==> config.mk <==
export PLATFORM = sky130hd
export DESIGN_NAME = countdown_timer_bank_unit
export DESIGN_NICKNAME = d
export VERILOG_FILES = /design/src/rtl/ctb_pkg.sv /design/src/rtl/ctb_store.sv /design/src/rtl/ctb_seq.sv /design/src/rtl/countdown_timer_bank_unit.sv
export SDC_FILE = /design/constraint.sdc
export NUM_CORES = 1
export LEC_CHECK = 0
export BUFFER_PORTS_ARGS = -buffer_cell sky130_fd_sc_hd__buf_2
export CAP_MARGIN = 5
export CORE_ASPECT_RATIO = 1.4
export CORE_MARGIN = 5
export CORE_UTILIZATION = 33
export DETAILED_ROUTE_END_ITERATION = 6
export GPL_ROUTABILITY_DRIVEN = 0
export PLACE_DENSITY = 0.55
export SETUP_SLACK_MARGIN = 0.3
export SYNTH_ARGS = -nofsm -noshare
export SYNTH_HDL_FRONTEND = slang
export SYNTH_SLANG_ARGS = --single-unit
==> constraint.sdc <==
create_clock -name clk -period 4.7 [get_ports clk]
set_input_delay 0.235 -clock clk [delete_from_list [all_inputs] [get_ports clk]]
set_output_delay 0.235 -clock clk [all_outputs]
set_load 0.02 [all_outputs]
==> src/rtl/ctb_pkg.sv <==
// ----------------------------------------------------------------------------
// ctb_pkg
// Shared types and constants for the countdown timer bank.
// ----------------------------------------------------------------------------
package ctb_pkg;

  localparam logic [2:0]  CMD_TICK   = 3'd0;
  localparam logic [2:0]  CMD_LOAD   = 3'd1;
  localparam logic [2:0]  CMD_ACTION = 3'd2;
  localparam logic [2:0]  CMD_START  = 3'd3;
  localparam logic [2:0]  CMD_STOP   = 3'd4;
  localparam logic [2:0]  CMD_CLEAR  = 3'd5;

  localparam logic [15:0] RELOAD_RESET = 16'd1000;

  typedef struct packed {
    logic [2:0]  command;
    logic [7:0]  timer_index;
    logic [15:0] count_value;
    logic        action_present;
  } in_word_t;

  typedef struct packed {
    logic [5:0] expired_index;
    logic       last_of_run;
  } out_word_t;

  typedef enum logic [1:0] {
    ST_IDLE,
    ST_READ,
    ST_UPDATE,
    ST_FLUSH
  } state_t;

  // scan controls from the sequencer
  typedef struct packed {
    logic rd_en;
    logic tick_wr;
  } scan_ctl_t;

  // all store controls
  typedef struct packed {
    logic rd_en;
    logic tick_wr;
    logic load;
    logic set_action;
    logic start;
    logic stop;
    logic clear;
  } store_ctl_t;

  // status of the timer under the scan pointer
  typedef struct packed {
    logic active;
    logic fire;
  } tmr_stat_t;

endpackage

==> src/rtl/ctb_store.sv <==
// ----------------------------------------------------------------------------
// ctb_store
// Timer count memory, enable and action flags, and the shared
// decrement / zero-compare unit used by the tick scan.
// ----------------------------------------------------------------------------
module ctb_store #(
  parameter int TIMERS = 8,
  parameter int IW     = 3
) (
  input  logic                  clk,
  input  logic                  rst,
  input  ctb_pkg::store_ctl_t   ctl,
  input  logic [IW-1:0]         cmd_addr,
  input  logic [IW-1:0]         scan_addr,
  input  logic [15:0]           load_value,
  input  logic                  action_value,
  input  logic [15:0]           reload_count,
  output ctb_pkg::tmr_stat_t    stat
);
  import ctb_pkg::*;

  logic [15:0]       count_mem [TIMERS];
  logic [15:0]       rd_data;
  logic [TIMERS-1:0] count_ok;
  logic [TIMERS-1:0] enabled;
  logic [TIMERS-1:0] attached;

  logic [15:0] cur_count;
  logic [15:0] dec_count;
  logic [15:0] new_count;

  // shared decrement and compare
  always_comb begin
    cur_count   = count_ok[scan_addr] ? rd_data : 16'd0;
    dec_count   = cur_count - 16'd1;
    stat.active = enabled[scan_addr] && (cur_count != 16'd0);
    stat.fire   = stat.active && (dec_count == 16'd0) && attached[scan_addr];
    new_count   = stat.fire ? reload_count : dec_count;
  end

  always_ff @(posedge clk) begin
    if (ctl.load) begin
      count_mem[cmd_addr] <= load_value;
    end else if (ctl.tick_wr) begin
      count_mem[scan_addr] <= new_count;
    end
    if (ctl.rd_en) begin
      rd_data <= count_mem[scan_addr];
    end
  end

  // an entry never written since clear reads as zero
  always_ff @(posedge clk) begin
    if (rst || ctl.clear) begin
      count_ok <= '0;
      enabled  <= '0;
      attached <= '0;
    end else begin
      if (ctl.load) begin
        count_ok[cmd_addr] <= 1'b1;
      end
      if (ctl.tick_wr) begin
        count_ok[scan_addr] <= 1'b1;
      end
      if (ctl.set_action) begin
        attached[cmd_addr] <= action_value;
      end
      if (ctl.start) begin
        enabled[cmd_addr] <= 1'b1;
      end
      if (ctl.stop) begin
        enabled[cmd_addr] <= 1'b0;
      end
    end
  end

  a_fire_active: assert property (@(posedge clk) disable iff (rst)
    stat.fire |-> stat.active)
    else $error("fire without active timer");

  a_load_not_in_scan: assert property (@(posedge clk) disable iff (rst)
    ctl.tick_wr |-> !ctl.load && !ctl.clear)
    else $error("command write during tick scan");

  a_clear_empties: assert property (@(posedge clk) disable iff (rst)
    ctl.clear |=> count_ok == '0 && enabled == '0 && attached == '0)
    else $error("clear left state behind");

endmodule

==> src/rtl/ctb_seq.sv <==
// ----------------------------------------------------------------------------
// ctb_seq
// Tick sequencer: walks the timers one by one, holds the latest expiry
// until the next one or the end of the scan decides its last flag.
// ----------------------------------------------------------------------------
module ctb_seq #(
  parameter int TIMERS = 8,
  parameter int IW     = 3
) (
  input  logic                 clk,
  input  logic                 rst,
  input  logic                 in_valid,
  input  logic [2:0]           command,
  output logic                 in_stall,
  input  ctb_pkg::tmr_stat_t   stat,
  output ctb_pkg::scan_ctl_t   scan_ctl,
  output logic [IW-1:0]        scan_addr,
  output logic                 out_valid,
  input  logic                 out_stall,
  output ctb_pkg::out_word_t   out_word
);
  import ctb_pkg::*;

  localparam logic [IW-1:0] LAST_ADDR = IW'(TIMERS - 1);

  state_t        state;
  state_t        state_next;
  logic          pend_valid;
  logic [IW-1:0] pend_idx;

  logic tick_start;
  logic out_free;
  logic stall_upd;
  logic push_mid;
  logic push_last;

  assign in_stall   = (state != ST_IDLE);
  assign tick_start = in_valid && !in_stall && (command == CMD_TICK);
  assign out_free   = !out_valid || !out_stall;
  // a second expiry needs the held one moved to the output first
  assign stall_upd  = stat.fire && pend_valid && !out_free;

  always_comb begin
    state_next = state;
    unique case (state)
      ST_IDLE:   if (tick_start) state_next = ST_READ;
      ST_READ:   state_next = ST_UPDATE;
      ST_UPDATE: begin
        if (stall_upd) begin
          state_next = ST_UPDATE;
        end else if (scan_addr == LAST_ADDR) begin
          state_next = ST_FLUSH;
        end else begin
          state_next = ST_READ;
        end
      end
      ST_FLUSH:  if (!pend_valid || out_free) state_next = ST_IDLE;
      default:   state_next = ST_IDLE;
    endcase
  end

  always_comb begin
    scan_ctl.rd_en   = 1'b0;
    scan_ctl.tick_wr = 1'b0;
    push_mid         = 1'b0;
    push_last        = 1'b0;
    unique case (state)
      ST_IDLE:   ;
      ST_READ:   scan_ctl.rd_en = 1'b1;
      ST_UPDATE: begin
        scan_ctl.tick_wr = stat.active && !stall_upd;
        push_mid         = stat.fire && pend_valid && out_free;
      end
      ST_FLUSH:  push_last = pend_valid && out_free;
      default:   ;
    endcase
  end

  always_ff @(posedge clk) begin
    if (rst) begin
      state <= ST_IDLE;
    end else begin
      state <= state_next;
    end
  end

  always_ff @(posedge clk) begin
    if (rst) begin
      scan_addr <= '0;
    end else if (tick_start) begin
      scan_addr <= '0;
    end else if (state == ST_UPDATE && !stall_upd && scan_addr != LAST_ADDR) begin
      scan_addr <= IW'(scan_addr + 1'b1);
    end
  end

  always_ff @(posedge clk) begin
    if (rst) begin
      pend_valid <= 1'b0;
    end else if (state == ST_UPDATE && stat.fire && !stall_upd) begin
      pend_valid <= 1'b1;
    end else if (push_last) begin
      pend_valid <= 1'b0;
    end
  end

  always_ff @(posedge clk) begin
    if (state == ST_UPDATE && stat.fire && !stall_upd) begin
      pend_idx <= scan_addr;
    end
  end

  always_ff @(posedge clk) begin
    if (rst) begin
      out_valid <= 1'b0;
    end else if (push_mid || push_last) begin
      out_valid <= 1'b1;
    end else if (!out_stall) begin
      out_valid <= 1'b0;
    end
  end

  always_ff @(posedge clk) begin
    if (push_mid || push_last) begin
      out_word.expired_index <= 6'(pend_idx);
      out_word.last_of_run   <= push_last;
    end
  end

  a_idle_no_pend: assert property (@(posedge clk) disable iff (rst)
    state == ST_IDLE |-> !pend_valid)
    else $error("held expiry left after scan");

  a_stall_holds: assert property (@(posedge clk) disable iff (rst)
    (state == ST_UPDATE && stall_upd) |=> state == ST_UPDATE && $stable(scan_addr))
    else $error("scan moved on while blocked");

  a_push_source: assert property (@(posedge clk) disable iff (rst)
    $rose(out_valid) |-> $past(state) == ST_UPDATE || $past(state) == ST_FLUSH)
    else $error("result word outside a scan");

  a_flush_done: assert property (@(posedge clk) disable iff (rst)
    push_last |=> state == ST_IDLE)
    else $error("scan did not finish after last word");

endmodule

==> src/rtl/countdown_timer_bank_unit.sv <==
// ----------------------------------------------------------------------------
// countdown_timer_bank_unit
// Bank of countdown timers with load, action, start, stop, clear and tick
// commands. Ticks walk the timers and report each expiring timer.
// ----------------------------------------------------------------------------
// latency: load, action, start, stop and clear take effect in the accept cycle
// throughput: a non-tick command every cycle while no tick scan is running; a tick
//   occupies the unit for one memory read and one update per timer, then a flush,
//   and longer while the output side holds back an expiry word mid-scan or in the flush
// reset: all timers zero, stopped, no action; reload count 1000; no clear pass
module countdown_timer_bank_unit #(
  parameter int TIMERS = 8
) (
  input  logic                clk,
  input  logic                rst,
  input  logic                in_valid,
  output logic                in_stall,
  input  ctb_pkg::in_word_t   in_word,
  output logic                out_valid,
  input  logic                out_stall,
  output ctb_pkg::out_word_t  out_word,
  input  logic                cfg_we,
  input  logic [15:0]         cfg_data
);
  import ctb_pkg::*;

  localparam int IW = (TIMERS > 1) ? $clog2(TIMERS) : 1;

  logic [15:0]   reload_count;
  logic          in_accept;
  logic          idx_ok;
  logic [IW-1:0] scan_addr;
  scan_ctl_t     scan_ctl;
  store_ctl_t    store_ctl;
  tmr_stat_t     stat;

  always_ff @(posedge clk) begin
    if (rst) begin
      reload_count <= RELOAD_RESET;
    end else if (cfg_we) begin
      reload_count <= cfg_data;
    end
  end

  assign in_accept = in_valid && !in_stall;
  assign idx_ok    = {1'b0, in_word.timer_index} < 9'(TIMERS);

  always_comb begin
    store_ctl.rd_en      = scan_ctl.rd_en;
    store_ctl.tick_wr    = scan_ctl.tick_wr;
    store_ctl.load       = in_accept && idx_ok && (in_word.command == CMD_LOAD);
    store_ctl.set_action = in_accept && idx_ok && (in_word.command == CMD_ACTION);
    store_ctl.start      = in_accept && idx_ok && (in_word.command == CMD_START);
    store_ctl.stop       = in_accept && idx_ok && (in_word.command == CMD_STOP);
    store_ctl.clear      = in_accept && (in_word.command == CMD_CLEAR);
  end

  ctb_store #(
    .TIMERS (TIMERS),
    .IW     (IW)
  ) u_store (
    .clk          (clk),
    .rst          (rst),
    .ctl          (store_ctl),
    .cmd_addr     (in_word.timer_index[IW-1:0]),
    .scan_addr    (scan_addr),
    .load_value   (in_word.count_value),
    .action_value (in_word.action_present),
    .reload_count (reload_count),
    .stat         (stat)
  );

  ctb_seq #(
    .TIMERS (TIMERS),
    .IW     (IW)
  ) u_seq (
    .clk       (clk),
    .rst       (rst),
    .in_valid  (in_valid),
    .command   (in_word.command),
    .in_stall  (in_stall),
    .stat      (stat),
    .scan_ctl  (scan_ctl),
    .scan_addr (scan_addr),
    .out_valid (out_valid),
    .out_stall (out_stall),
    .out_word  (out_word)
  );

endmodule

* Word level (Yosys, flattened, before mapping) *
Memory sizes are Yosys's and may differ from the RTL's. A register that Yosys moved wholly into a read port is not among the register bits.
Cells that the tools add are included.

word-level totals
  register bits = 54
  logic and storage cells = 118
  memories kept = 1
  memory bits (writable) = 128

memory list
  name               depth  width  rd ports  clocked after memory_dff  write ports  RTL line         RTL
  u_store.count_mem  8      16     1         1                         1            ctb_store.sv:22  logic [15:0] count_mem [TIMERS];

cells by class
  order comparisons = 5
  reduce and logical (&&, ||, !) cells = 41
  bitwise logic cells = 5
  muxes and demuxes = 40
  eq/ne operators = 13
  add/subtract/negate cells = 2

operators with widths
  cell                                                        count
  two-way mux 16 bit                                          3
  two-way mux 8 bit                                           6
  bitwise OR 8 bit                                            3
  logical AND 1 bit                                           22
  two-way mux 1 bit                                           19
  logical NOT 16 bit                                          1
  nonzero test 16 bit                                         1
  OR reduction 16 bit                                         1
  subtractor 16 x 1 -> 16 bit, second input constant          1
  binary-select mux 1 bit (select 3 bit)                      3
  == test 3 bit, second input constant                        3
  AND 8 bit                                                   1
  bitwise mux 8 bit                                           1
  less-than comparator 3 x 4 -> 1 bit, second input constant  2
  less-than comparator 8 x 4 -> 1 bit, second input constant  1
  two-way mux 2 bit                                           4
  inverter 8 bit                                              1
  case mux 2 bit (4 select lines)                             1
  demux 1 bit (select 3 bit)                                  2
  == test 3 x 2 -> 1 bit, second input constant               2
  >= comparator 3 x 1 -> 1 bit, second input constant         2
  logical NOT 1 bit                                           6
  inequality test 2 x 1 -> 1 bit, second input constant       3
  == test 2 bit, second input constant                        2
  11 further kinds                                            15

* Logic depth before layout (Yosys ltp) *
  depth in word-level cells = 17
  depth in mapped cells = 16
  mapped depth without buffers = 13

* By module *
A second synthesis with hierarchy kept.

unflattened totals
  cell total of the unflattened synthesis = 629
  area total of the unflattened synthesis = 8738.4 um2

modules (own cells, without submodules)
  module                     seq. area each (um2)  cells each  instances  area an instance (um2)
  ctb_store                  4804.6                504         1          7428.4
  countdown_timer_bank_unit  320.3                 64          1          663.1
  ctb_seq                    350.3                 61          1          646.9

* Worst setup path before layout *
No wires, ideal clock.

  path kind = reg-to-reg
  from = register u_seq.scan_addr[1]
  to = memory u_store.count_mem[7][0] (enable)
  path buffers = 4
  data required time = 4.328 ns
  arrival time = 4.020 ns
  path slack = 0.308 ns
  cell stages (with the launch flop) = 15
  cells stage by stage = dfxtp_1 -> buf_1 -> buf_1 -> o211ai_1 -> clkbuf_1 -> nand2_1 -> ha_1 -> or3b_2 -> or4_1 -> o211ai_2 -> nor4_4 -> nand4_1 -> clkbuf_1 -> nand3_1 -> nand2_1

on the way
  longest elaborated chain between the ends = 17
  elaborated cells on any way between the ends = 24
  classes of those cells = add/sub (1); mux (13); reduce/logical (10)

RTL lines
  element                                                             RTL line                          RTL
  from (decl)                                                         ctb_seq.sv:17                     output logic [IW-1:0] scan_addr,
  from (signal assigned)                                              ctb_seq.sv:93                     scan_addr <= IW'(scan_addr + 1'b1);
  binary-select mux 1 bit (select 3 bit)                              ctb_store.sv:34                   cur_count = count_ok[scan_addr] ? rd_data : 16'd0;
  two-way mux 1 bit (not written as such)                             ctb_store.sv:34
  two-way mux 16 bit                                                  ctb_store.sv:34
  subtractor 16 x 1 -> 16 bit or nonzero test 16 bit (tied branches)  ctb_store.sv:35, ctb_store.sv:36
  logical NOT 16 bit or logical AND 1 bit (tied branches)             ctb_store.sv:37, ctb_store.sv:36
  logical AND 1 bit (2 in series)                                     ctb_store.sv:37                   stat.fire = stat.active && (dec_count == 16'd0) && attached[scan_addr];
  logical AND 1 bit (2 in series)                                     ctb_seq.sv:41                     assign stall_upd = stat.fire && pend_valid && !out_free;
  logical NOT 1 bit                                                   ctb_seq.sv:71                     scan_ctl.tick_wr = stat.active && !stall_upd;
  logical AND 1 bit                                                   ctb_seq.sv:71
  two-way mux 1 bit                                                   ctb_seq.sv:67                     unique case (state)
  two-way mux 1 bit                                                   ctb_store.sv:44                   end else if (ctl.tick_wr) begin
  two-way mux 1 bit                                                   ctb_store.sv:42                   if (ctl.load) begin
  two-way mux 1 bit (not written as such)                             ctb_store.sv:45                   count_mem[scan_addr] <= new_count;
  OR reduction 16 bit (no line)                                       n/a
  two-way mux 3 bit (no line) or two-way mux 1 bit (tied branches)    n/a
  to (decl)                                                           ctb_store.sv:22

Parallel ways exist; a longest one is shown, timed or not. The select of a mux whose other input is x is not followed.

* Final worst setup path *
  from = register u_seq.scan_addr[2]
  to = memory u_store.count_mem[2][2], data pin

on the way
  longest elaborated chain between the ends = 17
  elaborated cells on any way between the ends = 24
  classes of those cells = add/sub (1); mux (13); reduce/logical (10)

RTL lines
  element                                                             RTL line
  binary-select mux 1 bit (select 3 bit)                              ctb_store.sv:34
  two-way mux 1 bit (not written as such)                             ctb_store.sv:34
  two-way mux 16 bit                                                  ctb_store.sv:34
  subtractor 16 x 1 -> 16 bit or nonzero test 16 bit (tied branches)  ctb_store.sv:35, ctb_store.sv:36
  logical NOT 16 bit or logical AND 1 bit (tied branches)             ctb_store.sv:37, ctb_store.sv:36
  logical AND 1 bit (2 in series)                                     ctb_store.sv:37
  logical AND 1 bit (2 in series)                                     ctb_seq.sv:41
  logical NOT 1 bit                                                   ctb_seq.sv:71
  logical AND 1 bit                                                   ctb_seq.sv:71
  two-way mux 1 bit                                                   ctb_seq.sv:67
  two-way mux 1 bit                                                   ctb_store.sv:44
  two-way mux 1 bit                                                   ctb_store.sv:42
  two-way mux 1 bit (not written as such)                             ctb_store.sv:45
  OR reduction 16 bit (no line)                                       n/a
  two-way mux 16 bit (no line) *                                      n/a

Every way passes the cells marked *; elsewhere a longest branch is shown, timed or not. The select of a mux whose other input is x is not followed.

==> flow_summary.ini <==
[run_status]
status = complete, no violations

[timing]
finalMaxSlewViolations = 0
max_freq_mhz = 238
slew-limit-headroom = 0.326
tightest_slew_ps = 1010
hold_viol_final = 0
min_period_over_period = 0.895
skew_ps = 11.2
finalSetupTns_ps = 0
period_needed_ps = 4210
setup_viol = 0
rsz0062_at_grt = false

[cts]
numCtsBuffers = 17
clkSlewWorstSetupHoldPaths_ps = 80
insertion_delay_ps = 440
cts.htree.levels = 4
cts.sinks = 198
cts_tree = built
clockRootBuffer = clkbuf_16
cts_max_path_buffers = 2

[cells_and_area]
final_core_util = 0.384
drive_gt1_frac = 0.185
fin_area_um2 = 9950
final_cell_mix = edfxtp_1 (151), nand2_1 (60), buf_2 (54)
layout_commonest_cell = edfxtp_1
fin_nets = 804
n_antenna_cell = 0
syn_to_final_growth_pct = 15.5

[global_route]
grt-ovfl-total = 0
grt_usage = 0.157
grt_pass1_vias = 5774
grt_pass1_wl_mm = 35.0
grt_max_degree = 25
antenna_found_initial = 0

[drt]
antenna_left = 0
drcViolationCount = 0
drtPass1Iterations = 5
vias = 5865
routed_wl_mm = 23.0
wl_per_cell_um = 21.2
drtIter0Drc = 352
drt-vias-per-instance = 5.39

[logic_synthesis]
yosys.area_share.xor_xnor = 0.00610
synth_area_um2 = 8610
synth.avg_cell_area_um2 = 12.5
ys_seq_area_frac = 0.636
synth_mux_area_frac = 0.0686
synth_top_family_by_area = compound AO/OA/AOI/OAI gates
async_flop_share = 0
ys_warn_count = 0
yosys.area_share.simple = 0.115
synth_compound_area_frac = 0.134
synth-adder-area-share = 0.00581
syn_inst = 688
ys_dominant_reg_cell = edfxtp_1
ys_seq_elements = 198
synth_edf_count = 151
synth_cell_types = 67

[worst_setup_path]
crit_arrival_ps = 4370
cp-start-kind = flop
cp.required_ps = 4860
critical_path_class = flop to flop
worstPathMaxFanout = 16
crit_path_end_kind = flop

[die]
io-pin-count = 58
die_w_um = 147
core_region_area_um2 = 25900
die-height_um = 201
die_area_um2 = 29500
initial_core_util = 0.332
rows = 70

[placement]
placed_cell_area_um2 = 9320
io_buffers = 54
place_hpwl_mm = 15.3

[pwr]
powerDensity_nw_per_um2 = 348
peakVddDrop_v = 0.000234
p_leak_nw = 3.48

[run]
maxCapViolations = 0

[hold_path]
worstHoldPathType = input port to flop
==> timing repair <==
action / in CTS / in global routing
endpoints found under the hold margin: 3 / 0
endpoints found under the setup margin: 8 / 173
pin swaps: 0 / 0
hold buffers: 3 / 0
gates resized for setup: 1 / 2
buffers inserted: 0 / 0
==> registers in the layout, indices dropped and copies added, names as in the netlist, named ones only <==
register	count
reload_count	16
u_seq.out_valid	1
u_seq.out_word	4
u_seq.pend_idx	3
u_seq.pend_valid	1
u_seq.scan_addr	3
u_seq.state	2
u_store.attached	8
u_store.count_mem	128
u_store.count_ok	8
u_store.enabled	4
u_store.rd_data	16
==> power by group <==
group	switching (mW)	internal, mW	leakage, nW
Combinational	0.0695	0.0434	1.45
Clock	0.695	0.757	0.290
Sequential	0.00872	1.89	1.74
==> area by class of cell <==
class | instances | area [um2]
clock buffers | 17 | 425
well taps | 324 | 405
multi-input cells | 426 | 2880
inverters | 21 | 78.8
repair buffers | 87 | 526
flip-flops and latches | 198 | 5480
fillers | 2474 | 16000
clock inverters | 15 | 160
==> cells by family (layout without fill, tap and decap cells) <==
| family | Yosys count | in the layout |
|---|---|---|
| fa+ha+maj | 4 | 4 |
| other cells | 1 | 3 |
| mux | 54 | 54 |
| simple gates | 199 | 199 |
| xor+xnor | 6 | 6 |
| compound gates | 160 | 160 |
| flops | 198 | 198 |
| buf+inv | 66 | 140 |
==> critical path, stage by stage (launching register included) <==
cell and delay [ps]:
dfxtp_2 460, mux2_2 360, nand2_1 80, o211ai_1 140, buf_4 230, nand2_1 110, ha_1 160, or3b_2 510
or3_1 370, o31ai_1 310, a211o_1 160, nor2_1 150, and2_1 190, buf_4 230, mux2_1 460
==> per-layer routing <==
| layer | routed length [um] | vias up | global-route usage |
|---|---|---|---|
| li1 | - | 2755 | - |
| met1 | 9620 | 2918 | 0.192 |
| met2 | 12000 | 163 | 0.278 |
| met3 | 945 | 29 | 0.0252 |
| met4 | 443 | 0 | 0.0588 |
| met5 | 0 | - | 0 |
==> cell usage after synthesis, types with 4 or more instances <==
cell      number  area (um2)
a211oi_1       9        67.6
buf_1          4        15.0
nor4_1         7        43.8
nand2_1       60         225
edfxtp_1     151        4530
and3_1         5        31.3
a21oi_1       36         180
mux2_1         6        67.6
nand3_1       26         130
o31ai_1        7        52.6
ha_1           4        50.1
and2_1         5        31.3
inv_1         21        78.8
o21ai_0       11        55.1
o21ai_1        4        20.0
or4_1          6        45.0
mux2i_1       38         380
mux2_4         8         120
xor2_1         4        35.0
nor2_1        46         173
nor3_1        14        70.1
o21a_1         5        37.5
o211ai_1      10        75.1
a22oi_1       28         210
clkbuf_1      32         120
dfxtp_1       47         941
or3_1          5        31.3
a221oi_1      15         131
a22o_1        14         123
==> through the flow <==
step           instances  total power [mW]  setup slack [ps]  hold slack (ps)
3_3_place_gp        1053              2.05               399              403
2_1_floorplan        690              1.99               308              304
4_1_cts             1088              3.49               361             6.78
5_1_grt             1088              3.57               313             22.8
6_report            1088              3.46               495             16.9
3_5_place_dp        1053              2.05               279              407
==> path summary, 6_finish.rpt <==
path | depth (start not counted) | end | slack [ps] | startpoint
worst max register to register | 14 | u_store.count_mem[2][2] | 490 | u_seq.scan_addr[2]
worst min-delay path | 3 | reload_count[6] | 20 | cfg_data[6]
worst max-delay path | 14 | u_store.count_mem[2][2] | 490 | u_seq.scan_addr[2]
worst min register to register | 0 | u_seq.out_word[3] | 420 | u_seq.pend_idx[2]
Note: power is estimated with default switching activity, not from simulation.
